$ cat src/hw/rtl/mi4_divider.sv
// Bit-serial rounding divider: magnitude quotient with saturation and sign.
// One quotient bit per cycle. Depends on nothing outside this file.
module mi4_divider #(
   parameter int EW = 16,
   parameter int NW = 64,
   parameter int DW = 64
) (
   input  logic                 clock,
   input  logic                 reset,
   input  logic                 go,
   input  logic [NW-1:0]        num_mag,
   input  logic [DW-1:0]        den_mag,
   input  logic                 neg,
   output logic                 done,
   output logic signed [EW-1:0] value
);
   localparam int QW  = EW - 1;
   localparam int RW  = ((NW > DW) ? NW : DW) + QW + 1;
   localparam int CTW = $clog2(QW);

   logic [RW-1:0]  rem_ff, dsh_ff, start_rem;
   logic [QW-1:0]  q_ff, q_in;
   logic [CTW-1:0] cnt_ff;
   logic           sat_ff, neg_ff, run_ff, done_ff, ge;
   logic signed [EW-1:0] value_ff, value_in;

   // numerator pre-biased by half the divisor for round-half-away
   assign start_rem = RW'(num_mag) + RW'(den_mag >> 1);
   assign ge        = rem_ff >= dsh_ff;
   assign q_in      = {q_ff[QW-2:0], ge};

   always_comb begin
      if (sat_ff) begin
         value_in = neg_ff ? {1'b1, {QW{1'b0}}} : {1'b0, {QW{1'b1}}};
      end else if (neg_ff) begin
         value_in = -$signed({1'b0, q_in});
      end else begin
         value_in = $signed({1'b0, q_in});
      end
   end

   always_ff @(posedge clock) begin
      if (reset) begin
         run_ff  <= 1'b0;
         done_ff <= 1'b0;
         cnt_ff  <= '0;
      end else begin
         done_ff <= 1'b0;
         if (go) begin
            run_ff <= 1'b1;
            cnt_ff <= CTW'(QW - 1);
         end else if (run_ff) begin
            if (cnt_ff == '0) begin
               run_ff  <= 1'b0;
               done_ff <= 1'b1;
            end else begin
               cnt_ff <= cnt_ff - 1'b1;
            end
         end
      end
   end

   always_ff @(posedge clock) begin
      if (go) begin
         rem_ff <= start_rem;
         dsh_ff <= RW'(den_mag) << (QW - 1);
         sat_ff <= start_rem >= (RW'(den_mag) << QW);
         neg_ff <= neg;
         q_ff   <= '0;
      end else if (run_ff) begin
         if (ge) begin
            rem_ff <= rem_ff - dsh_ff;
         end
         dsh_ff <= dsh_ff >> 1;
         q_ff   <= q_in;
         if (cnt_ff == '0) begin
            value_ff <= value_in;
         end
      end
   end

   assign done  = done_ff;
   assign value = value_ff;

endmodule

$ cat config.mk
export PLATFORM = sky130hd
export DESIGN_NAME = mi4_divider
export DESIGN_NICKNAME = d
export VERILOG_FILES = /design/src/hw/rtl/mi4_divider.sv
export SDC_FILE = /design/constraint.sdc
export NUM_CORES = 1
export LEC_CHECK = 0
export BUFFER_PORTS_ARGS = -buffer_cell sky130_fd_sc_hd__buf_2
export CAP_MARGIN = 10
export CELL_PAD_IN_SITES_DETAIL_PLACEMENT = 0
export CELL_PAD_IN_SITES_GLOBAL_PLACEMENT = 1
export CORE_MARGIN = 3
export CORE_UTILIZATION = 25
export CTS_CLUSTER_SIZE = 10
export DETAILED_ROUTE_END_ITERATION = 8
export GPL_TIMING_DRIVEN = 0
export MAX_ROUTING_LAYER = met4
export PLACE_DENSITY_LB_ADDON = 0.1
export SLEW_MARGIN = 20
export SYNTH_ARGS = -nofsm -noshare
export SYNTH_HDL_FRONTEND = slang
export SYNTH_SLANG_ARGS = --single-unit
$ cat constraint.sdc
create_clock -name clock -period 6.75 [get_ports clock]
set_clock_uncertainty 0.1 [all_clocks]
set_input_delay 0 -clock clock [delete_from_list [all_inputs] [get_ports clock]]
set_output_delay 0 -clock clock [all_outputs]
set_load 0.005 [all_outputs]
# --- Word-level counts from Yosys, hierarchy flattened ---
# Index checks and enable logic that the tools add are counted.
word_totals:
  regBits: 196
  input_bits: 132
  out_inout_bits: 17
  word_cells: 45
op_classes:
  addsub: 4
  n_lt_le_gt_ge: 2
  n_eq_ne: 1
  n_mux: 15
  n_bitwise: 3
  n_reduce_logical: 9
op_table:
  columns: ["cell", "n"]
  rows:
  - ["two-way mux 80 bit", 3]
  - ["two-way mux 78 bit", 2]
  - ["greater-or-equal comparator 80 x 78 -> 1 bit", 1]
  - ["subtractor 80 x 78 -> 80 bit", 1]
  - ["greater-or-equal comparator 65 x 79 -> 1 bit", 1]
  - ["adder 64 x 63 -> 65 bit", 1]
  - ["two-way mux 16 bit", 3]
  - ["negator 15 -> 16 bit", 1]
  - ["two-way mux 4 bit", 3]
  - ["AND reduction 2 bit", 3]
  - ["zero test 4 bit", 1]
  - ["two-way mux 1 bit", 4]
  - ["nonzero test 2 bit", 2]
  - ["subtractor 4 x 1 -> 4 bit, second input constant", 1]
  - ["NOT 1 bit", 3]
  - ["AND reduction 3 bit", 1]
  - ["OR reduction 3 bit", 1]
  - ["!= test 2 bit, second input constant", 1]
  - ["OR reduction 2 bit", 1]

# --- Logic depth before layout (Yosys ltp) ---
# Gate-level depths: netlist (run 1).
depth:
  ltp_word: 4
  mapped_depth: 25
  mapped_depth_nobuf: 25

# --- Worst setup path after synthesis (run 1) ---
# No wires, ideal clock.
synth_timing:
  kind: "register -> register"
  from: "reg rem_ff[0]"
  to: "reg rem_ff[0] (enable)"
  setup_ps: 452
  arrival_ps: 4467
  required_time_ps: 6198
  slack_ps: 1732
  path_stages_with_launch: 16
  path_buffers: 1
  period_less_slack_ps: 5018
  cell_sequence: "edfxtp_1 > inv_1 > ha_1 > fa_1 > nor2b_1 > o21bai_1 > a21oi_1 > a211o_1 > a21bo_2 > a31oi_4 > a31oi_2 > a211oi_1 > o21ai_1 > buf_2 > nand2_1 > nand2b_1"
synth_between:
  elab_chain_len: 3
synth_rtl:
  columns: ["element", "line", "rtl"]
  rows:
  - ["from (decl)", "21", "logic [RW-1:0] rem_ff, dsh_ff, start_rem;"]
  - ["from (signal assigned)", "65", "rem_ff <= start_rem;"]
  - ["from (signal assigned)", "72", "rem_ff <= rem_ff - dsh_ff;"]
  - ["greater-or-equal comparator 80 x 78 -> 1 bit", "29", "assign ge = rem_ff >= dsh_ff;"]
  - ["nonzero test 2 bit (no source line)", null, null]
  - ["AND reduction 2 bit (no source line)", null, null]
# No other way between the ends.
# A chain may end at the register's enable or synchronous reset.

# --- Final worst setup path (run 1) ---
layout_timing:
  from: "in den_mag[12]"
  to: "reg sat_ff, data pin"
layout_between:
  elab_chain_len: 2
layout_rtl:
  columns: ["element", "line", "rtl"]
  rows:
  - ["from (decl)", "12", "input logic [DW-1:0] den_mag,"]
  - ["adder 64 x 63 -> 65 bit", "28", "assign start_rem = RW'(num_mag) + RW'(den_mag >> 1);"]
  - ["greater-or-equal comparator 65 x 79 -> 1 bit (*)", "67", "sat_ff <= start_rem >= (RW'(den_mag) << QW);"]
  - ["to (signal assigned)", "67", null]
  - ["to (decl)", "24", "logic sat_ff, neg_ff, run_ff, done_ff, ge;"]
# Every way passes the cells marked *; elsewhere a longest branch is shown, timed or not.

==> results_dict.tcl, run 1 <==
set metrics [dict create \
    status "complete, no violations" \
    root_buffer "clkbuf_16" \
    wl_per_cell_um 19.9 \
    synth.cell_area_um2 18100 \
    grt_use_total_pct 18.4 \
    first_iter_violations 980 \
    yosys_warnings 0 \
    rows 97 \
    combPwrFrac_pct 59.2 \
    tightest_slew_ns 0.945 \
    antenna_cells 0 \
    p_leak_nw 9.24 \
    report.final.slew_viol_count 0 \
    ir_drop_mv 0.230 \
    crit_path_end_kind "flop" \
    cts_buffers 17 \
    synth_edf_count 162 \
    fp.dieH_um 275 \
    area_growth_pct 18.7 \
    cts_htree_levels 4 \
    p_sw_mw 3.29 \
    fin_nets 2768 \
    initial_core_util_pct 25.5 \
    synthFlopType "edfxtp_1" \
    cts_tree "yes" \
    grt_pass1_vias 16700 \
    dieArea_um2 75600 \
    synth.distinct_cells 82 \
    drt_first_pass_iters 5 \
    power_density_nw_per_um2 333 \
    max-cap-violations 0 \
    die-width_um 275 \
    seq_area_frac_synth_pct 30.7 \
    setup_violations 0 \
    slowest_stage "nor4_1" \
    critPathMaxFanout 5 \
    fmax_ghz 0.152 \
    ios 149 \
    hpwl_um 56100 \
    synth_cells 2198 \
    antenna_found_initial 2 \
    synth-async-reset-ratio_pct 0 \
    clock_path_buffers 2 \
    post-layout-total-power_mw 7.14 \
    max_stage_delay_ns 0.76 \
    core_um2 70900 \
    port_buffers 148 \
    cp_cell_sequence "dlygate4sd3_1 -> buf_2 -> ha_1 -> a21o_1 -> a21o_2 -> a31o_2 -> a21o_1 -> o32ai_2 -> o21ai_0 -> xor2_1 -> ha_1 -> and3_1 -> nand3_1 -> nor4_1 -> nand4_1 -> or4_1 -> or4_1 -> nor4b_2 -> nand2_1 -> nor4_4 -> a211o_2" \
    startpoint_type "input pin" \
    min_period_ns 6.56 \
    relSlewSlack_pct 36.5 \
    dr_total_vias 16700 \
    grt-ovfl-total 0 \
    drt_wl_total_um 67700 \
    syn_nets 2526 \
    post_cts_buffers 0 \
    rsz0062_at_grt "false" \
    path_clk_slew_ns 0.09 \
    vias_per_cell 4.93 \
    intPower_mw 3.84 \
    power_frac_seq_pct 25.3 \
    remaining_drc_errors 0 \
    grt_max_degree 39 \
    clock-sinks 196 \
    antenna_left 0 \
    grt_pass1_wl_um 103000 \
    power_switching_share_pct 46.2 \
    hold_viol 0 \
    period_share_pct 97.3 \
    worstPathRequired_ns 7.01 \
    crit_type "in -> reg" \
    setup_tns_ns 0 \
    power_frac_clock_pct 15.5 \
    place_congestion 0.851 \
    hold_path_class "in -> reg" \
    ys_seq_elements 196 \
    synth_area_per_cell_um2 8.22 \
    clkLatencyLatePin_ns 0.52 \
    drive_gt1_share_pct 9.74 \
    cp.arrival_ns 6.83 \
]
[worst max-delay path: cells and delay by family]
kind	cells	cell delay, ns
buf+inv	2	0.69
fa+ha+maj	2	0.42
xor+xnor	1	0.56
compound gates	7	1.96
simple gates	9	3.17
[power by group through the flow]
stage	logic [mW]	registers (mW)	clock network [mW]
after CTS	4.23	1.81	1.15
after global placement	4.17	1.84	0
after floorplan	2.99	1.81	0
after detailed placement	4.15	1.83	0
final	4.23	1.81	1.10
after global routing	4.73	1.84	1.18
[final cells by class]
class	count	area (µm²)
buffer	106	404
clock buffer	17	425
clock inverter	15	179
fill	7718	49400
inverter	171	642
multi-input combinational	1725	11600
sequential	196	5550
tap	940	1180
timing repair buffer	223	1520
[final timing paths]
| check | from | to | slack, ns | depth (start not counted) |
|---|---|---|---|---|
| min reg2reg | dsh_ff[0]$_SDFFE_PP0P_ | dsh_ff[0]$_SDFFE_PP0P_ | 0.43 | 2 |
| min | num_mag[2] | rem_ff[2]$_DFFE_PP_ | 0.06 | 4 |
| max | den_mag[12] | sat_ff$_DFFE_PP_ | 0.19 | 21 |
| max reg2reg | dsh_ff[45]$_DFFE_PP_ | rem_ff[36]$_DFFE_PP_ | 1.46 | 15 |
[Yosys cell counts (all sizes together), types with 8 or more instances]
| library cell | number | area share [%] |
|---|---|---|
| a211oi | 22 | 0.97 |
| a21boi | 10 | 0.42 |
| a21o | 121 | 5.0 |
| a21oi | 170 | 4.7 |
| a31oi | 28 | 1.1 |
| a41oi | 8 | 0.39 |
| and2 | 9 | 0.31 |
| and3 | 19 | 0.66 |
| and4 | 8 | 0.39 |
| buf | 17 | 0.37 |
| clkbuf | 89 | 1.9 |
| dfxtp | 34 | 3.8 |
| edfxtp | 162 | 27 |
| ha | 194 | 13 |
| inv | 170 | 3.5 |
| mux2 | 9 | 0.56 |
| mux2i | 29 | 1.6 |
| nand2 | 299 | 6.2 |
| nand2b | 20 | 0.69 |
| nand3 | 30 | 0.83 |
| nand4 | 40 | 1.4 |
| nor2 | 139 | 2.9 |
| nor2b | 20 | 0.69 |
| nor3 | 32 | 0.89 |
| nor4 | 8 | 0.35 |
| o211ai | 10 | 0.42 |
| o21a | 14 | 0.58 |
| o21ai | 208 | 5.8 |
| o21bai | 23 | 0.96 |
| o31ai | 11 | 0.51 |
| or2 | 8 | 0.28 |
| or3 | 10 | 0.35 |
| xnor2 | 83 | 4.0 |
| xor2 | 57 | 2.8 |
[registers in the layout, indices dropped and copies added (netlist names)]
signal and flops:
done 1, run_ff 1, neg_ff 1, rem_ff 80, dsh_ff 78, sat_ff 1, cnt_ff 4, q_ff 14
value 16
[kinds of logic after synthesis]
| group | after synthesis | share of synthesized area, % |
|---|---|---|
| XOR/XNOR | 140 | 6.78 |
| AND/OR/NAND/NOR | 660 | 16.7 |
| multiplexers | 38 | 2.17 |
| AO/OA/AOI/OAI | 691 | 24.2 |
| flip-flops | 196 | 30.7 |
| buffers and inverters | 277 | 5.78 |
| adder cells (fa/ha/maj) | 196 | 13.6 |
[layer usage]
metal	wire length [µm]	share of wire, %	global-route usage, %
met2	31500	47	29.6
met5	0	0	-
met4	997	1.5	4.10
met1	33100	49	24.9
met3	2080	3.1	2.05
[through the flow]
step                      hold slack [ns]  util, %  setup slack (ns)  area (µm²)  std cells
after floorplan                   -0.0284        -              1.73       18100       2198
after global placement             0.0818     28.2            -0.968       20000       3286
after detailed placement           0.0796     28.3            -0.876       20100       3291
after CTS                          0.0161     30.2           0.00899       21400       3393
after global routing               0.0757     30.3            0.0357       21500       3393
final                              0.0561     30.3             0.185       21500       3393
[what timing repair did]
| action | CTS | global route |
|---|---|---|
| endpoints found under the setup margin | 1 | 1 |
| pin swaps | 0 | 1 |
| hold endpoints to repair | 75 | 0 |
| hold buffers | 70 | 0 |
| resized for setup | 5 | 8 |
[layout by cell type, fill, tap and decap left out, drive strengths merged, types with 8 or more instances in the layout]
cell and count:
a211oi 22, a21boi 10, a21o 121, a21oi 170, a31oi 28, a41oi 8
and2 9, and3 19, and4 8, buf 170, clkbuf 106, dfxtp 34
dlygate4sd3 70, edfxtp 162, ha 194, inv 180, mux2 9, mux2i 29
nand2 299, nand2b 20, nand3 30, nand4 40, nor2 139, nor2b 20
nor3 32, nor4 8, o211ai 10, o21a 14, o21ai 208, o21bai 23
o31ai 11, or2 8, or3 10, xnor2 83, xor2 57
Power figures use the tool's default switching activity.
==> inputs of run 2 (changes only) <==
Settings changed: HOLD_SLACK_MARGIN set to 0.1.
==> run 2 against run 1 <==
Effect of this change:
- via count is 0.10% higher
- critical path depth did not move
- non-clock buffer count increased by 3
- cell count hardly changed
- worst hold slack improved by 0.096 ns
- count of clock-buffer cells in the layout unchanged
- total power is essentially flat
- die area unchanged
- register-to-register slack hardly changed
- clock power is essentially flat
- routed wire length barely moved
- global-route usage barely moved
==> results_dict.tcl, run 2 (same netlist as run 1, synthesis figures left out) <==
set metrics [dict create \
    status "complete, no violations" \
    top_register "rem_ff" \
    antenna_left 0 \
    period_share_pct 98.7 \
    power_density_nw_per_um2 332 \
    regToRegSetupSlack_ns 1.46 \
    setup_violations 0 \
    cp.arrival_ns 6.92 \
    grt_pass1_wl_um 103000 \
    dieArea_um2 75600 \
    report.final.slew_viol_count 0 \
    setup_tns_ns 0 \
    setup_slack_ns 0.0905 \
    tightest_slew_ns 0.935 \
    startpoint_type "input pin" \
    dr_total_vias 16800 \
    fp.dieH_um 275 \
    cts_htree_levels 4 \
    path_clk_slew_ns 0.09 \
    r2r-start "dsh_ff[46]$_DFFE_PP_" \
    finalInstanceArea_um2 21500 \
    p_sw_mw 3.30 \
    holdPathStages 5 \
    power_frac_seq_pct 25.3 \
    rsz0062_at_grt "false" \
    fin_nets 2771 \
    grt-ovfl-total 0 \
    clock-sinks 196 \
    die-width_um 275 \
    power_switching_share_pct 46.2 \
    hold_viol 0 \
    placed_cell_area_um2 20100 \
    intPower_mw 3.84 \
    remaining_drc_errors 0 \
    p_leak_nw 9.25 \
    relSlewSlack_pct 37.2 \
    wl_per_cell_um 19.9 \
    first_iter_violations 992 \
    hpwl_um 56100 \
    rr_worst_depth 15 \
    grt_max_degree 39 \
    final_common_cell "nand2_1" \
    critPathMaxFanout 5 \
    root_buffer "clkbuf_16" \
    fmax_ghz 0.150 \
    crit_path_end_kind "flop" \
    cts_buffers 17 \
    ios 149 \
    holdWs_ns 0.152 \
    port_buffers 148 \
    rows 97 \
    area_growth_pct 18.9 \
    hold_path_class "in -> reg" \
    core_um2 70900 \
    vias_per_cell 4.94 \
    antenna_cells 0 \
    power_frac_clock_pct 15.5 \
    ir_drop_mv 0.230 \
    worstHoldStart "num_mag[3]" \
    cts_tree "yes" \
    combPwrFrac_pct 59.3 \
    clock_path_buffers 2 \
    max-cap-violations 0 \
    r2r_end "rem_ff[36]$_DFFE_PP_" \
    place_congestion 0.851 \
    initial_core_util_pct 25.5 \
    layout_common_cells "nand2_1, o21ai_0, ha_1, inv_1, a21oi_1" \
    dp_worst_setup_slack_ns -0.876 \
    dpl.cell_count 3291 \
    grt_use_total_pct 18.4 \
    crit_type "in -> reg" \
    drive_gt1_share_pct 9.73 \
    grt_pass1_vias 16700 \
    min_period_ns 6.66 \
    largest_reg_flops 80 \
    min_to "rem_ff[3]$_DFFE_PP_" \
    clkLatencyLatePin_ns 0.52 \
    worstPathRequired_ns 7.01 \
    finalNonFillerCells 3396 \
    drt_first_pass_iters 5 \
    drt_wl_total_um 67700 \
    antenna_found_initial 2 \
]
[run 2: cell types whose count changed in the layout (fill, tap and decap cells not counted), sizes merged]
cell,previous run,this run
dlygate4sd3,70,73
[run 2: power by group through the flow]
stage	clock, mW	combinational [mW]	sequential [mW]
floorplan	0	2.99	1.81
global placement	0	4.17	1.84
detailed placement	0	4.15	1.83
CTS	1.15	4.23	1.81
global route	1.18	4.73	1.84
finish	1.10	4.23	1.81
[run 2: metal layers]
| metal | global-route usage (%) | wire length [µm] | up-vias |
|---|---|---|---|
| met3 | 2.05 | 1900 | 40 |
| met1 | 24.9 | 33200 | 8038 |
| met2 | 29.6 | 31600 | 276 |
| met5 | - | 0 | - |
| met4 | 4.10 | 995 | 0 |
| li1 | - | - | 8407 |
[run 2: area by class of cell]
| type | count | area (µm²) |
|---|---|---|
| sequential | 196 | 5550 |
| multi-input combinational | 1725 | 11600 |
| inverter | 171 | 642 |
| buffer | 106 | 404 |
| timing repair buffer | 226 | 1550 |
| clock buffer | 17 | 425 |
| fill | 7716 | 49400 |
| tap | 940 | 1180 |
| clock inverter | 15 | 179 |
[run 2: metrics by stage]
step                total power, mW  utilization, %
floorplan                      4.80               -
global placement               6.01            28.2
detailed placement             5.99            28.3
CTS                            7.19            30.3
global route                   7.75            30.3
finish                         7.14            30.3
[run 2: worst max-delay path, stage by stage]
cell	delay (ns)
dlygate4sd3_1	0.53
buf_2	0.16
ha_1	0.19
a21o_1	0.16
a21o_2	0.26
a31o_2	0.32
a21o_1	0.22
o32ai_2	0.54
o21ai_0	0.20
xor2_1	0.61
ha_1	0.23
and3_1	0.16
nand3_1	0.10
nor4_1	0.77
nand4_1	0.42
or4_1	0.49
or4_1	0.44
nor4b_2	0.24
nand2_1	0.13
nor4_4	0.47
a211o_2	0.26
[run 2: worst max-delay path by stage]
stage | from | to | slack (ns) | cells past startpoint
floorplan | rem_ff[0]$_DFFE_PP_ | rem_ff[0]$_DFFE_PP_ | 1.73 | 15
global placement | dsh_ff[43]$_DFFE_PP_ | rem_ff[34]$_DFFE_PP_ | -0.97 | 13
detailed placement | den_mag[4] | sat_ff$_DFFE_PP_ | -0.88 | 22
CTS | den_mag[45] | sat_ff$_DFFE_PP_ | 0.009 | 25
global route | den_mag[12] | sat_ff$_DFFE_PP_ | 0.04 | 21
finish | den_mag[12] | sat_ff$_DFFE_PP_ | 0.09 | 21
[run 2: repair_timing]
item,CTS,global route
gates cloned,0,0
hold buffers,73,0
setup endpoints to repair,1,1
buffers inserted,0,0
hold endpoints to repair,77,0
resized for setup,5,8
pin swaps,0,1
==> inputs of run 3 (changes only) <==
Settings changed: CORE_UTILIZATION 25 to 35.
==> run 3 against run 2 <==
Effect of this change:
- routed wire length fell by 9.1%
- critical path type unchanged
- design area fell by 1.4%
- via count rose by 1.1%
==> results_dict.tcl, run 3 (same netlist as run 1, synthesis figures left out) <==
set metrics [dict create \
    status "complete, no violations" \
    grt_use_total_pct 23.2 \
    finalInstanceArea_um2 21200 \
    ir_drop_mv 0.173 \
    cts_htree_levels 4 \
    antenna_left 0 \
    post_cts_buffers 0 \
    p_leak_nw 9.24 \
    rows 82 \
    crit_type "in -> reg" \
    hold_viol 0 \
    critPathMaxFanout 5 \
    drt_wl_total_um 61500 \
    die-width_um 233 \
    final_common_cell "nand2_1" \
    first_iter_violations 1196 \
    startpoint_type "input pin" \
    layout_common_cells "nand2_1, o21ai_0, ha_1, inv_1, a21oi_1" \
    path_clk_slew_ns 0.09 \
    regToRegSetupSlack_ns 1.67 \
    clkLatencyLatePin_ns 0.48 \
    period_share_pct 94.3 \
    grt_max_degree 46 \
    largest_reg_flops 80 \
    cts_buffers 17 \
    power_density_nw_per_um2 333 \
    clock_path_buffers 2 \
    fin_nets 2768 \
    place_congestion 0.901 \
    worstPathRequired_ns 6.98 \
    max_stage_delay_ns 0.74 \
    fp.dieH_um 233 \
    ios 149 \
    holdWs_ns 0.133 \
    crit_path_end_kind "flop" \
    area_growth_pct 17.2 \
    vias_per_cell 5.42 \
    port_buffers 148 \
    hold_path_class "in -> reg" \
    grt_pass1_vias 16400 \
    relSlewSlack_pct 35.5 \
    grt_pass1_wl_um 95100 \
    setup_violations 0 \
    tightest_slew_ns 0.967 \
    report.final.slew_viol_count 0 \
    grt-ovfl-total 0 \
    root_buffer "clkbuf_16" \
    min_period_ns 6.37 \
    finish.utilization_pct 41.9 \
    wl_per_cell_um 19.7 \
    cp.arrival_ns 6.60 \
    fmax_ghz 0.157 \
    dieArea_um2 54400 \
    core_um2 50600 \
    top_register "rem_ff" \
    initial_core_util_pct 35.7 \
    drt_first_pass_iters 5 \
    hpwl_um 50400 \
    post-layout-total-power_mw 7.06 \
    drive_gt1_share_pct 9.66 \
    cp_cell_sequence "dlygate4sd3_1 -> buf_2 -> ha_1 -> a211oi_1 -> o21ai_0 -> o211ai_1 -> o211ai_1 -> o311a_1 -> o221ai_2 -> a21oi_1 -> a21o_1 -> a21oi_1 -> xnor2_1 -> ha_1 -> nand4_1 -> nor2_1 -> nand3_1 -> or2_4 -> or4_1 -> or4_1 -> nor4b_2 -> nand2_1 -> nor4_4 -> a211o_2" \
    dr_total_vias 16900 \
    dp_worst_setup_slack_ns -0.565 \
    antenna_found_initial 0 \
    cts_tree "yes" \
    setup_slack_ns 0.382 \
    antenna_cells 0 \
    rsz0062_at_grt "false" \
    max-cap-violations 0 \
    placed_cell_area_um2 19700 \
    remaining_drc_errors 0 \
    slowest_stage "o211ai_1" \
    clock-sinks 196 \
]
run 3: path summary, 6_finish.rpt:
| check | end | cells after the start | from |
|---|---|---|---|
| hold / removal | neg_ff$_DFFE_PP_ | 2 | neg |
| setup / recovery | sat_ff$_DFFE_PP_ | 24 | den_mag[6] |
| setup reg to reg | rem_ff[42]$_DFFE_PP_ | 14 | dsh_ff[43]$_DFFE_PP_ |
| hold reg to reg | dsh_ff[0]$_SDFFE_PP0P_ | 2 | dsh_ff[0]$_SDFFE_PP0P_ |
run 3: area by class of cell:
type                            count  area [µm²]
Clock buffer                       18         450
Inverter                          171         642
Clock inverter                     14         179
Buffer                            106         403
Fill cell                        5208       29400
Sequential cell                   196        5550
Timing Repair Buffer              223        1520
Tap cell                          672         841
Multi-Input combinational cell   1725       11600
run 3: per-stage QoR:
step	TNS [ns]	instances
5_1_grt	0	3125
4_1_cts	0	3125
6_report	0	3125
2_1_floorplan	0	2198
3_5_place_dp	-0.565	3021
3_3_place_gp	-60.26	3018
run 3: power by group:
| part | internal (mW) | total (mW) | switching [mW] |
|---|---|---|---|
| logic | 1.61 | 4.17 | 2.56 |
| clock network | 0.526 | 1.08 | 0.559 |
| registers | 1.70 | 1.81 | 0.107 |
| total | 3.84 | 7.06 | 3.22 |
run 3: repair_timing:
item,in CTS,in global routing
pin swaps,0,1
hold buffers,72,0
setup endpoints to repair,1,1
resized for setup,1,14
hold endpoints to repair,78,0
run 3: critical path, delay by kind of cell:
kind,cells,cell delay [ns]
AO/OA/AOI/OAI,10,2.69
AND/OR/NAND/NOR,9,2.39
buffers and inverters,2,0.66
adder cells (fa/ha/maj),2,0.44
XOR/XNOR,1,0.40
run 3: metal layers:
metal	vias to the layer above	global-route usage, %	wire length (µm)
met4	0	5.70	1010
met5	-	-	0
met2	386	36.0	27700
met3	60	1.83	2220
met1	8095	32.8	30600
li1	8405	-	-
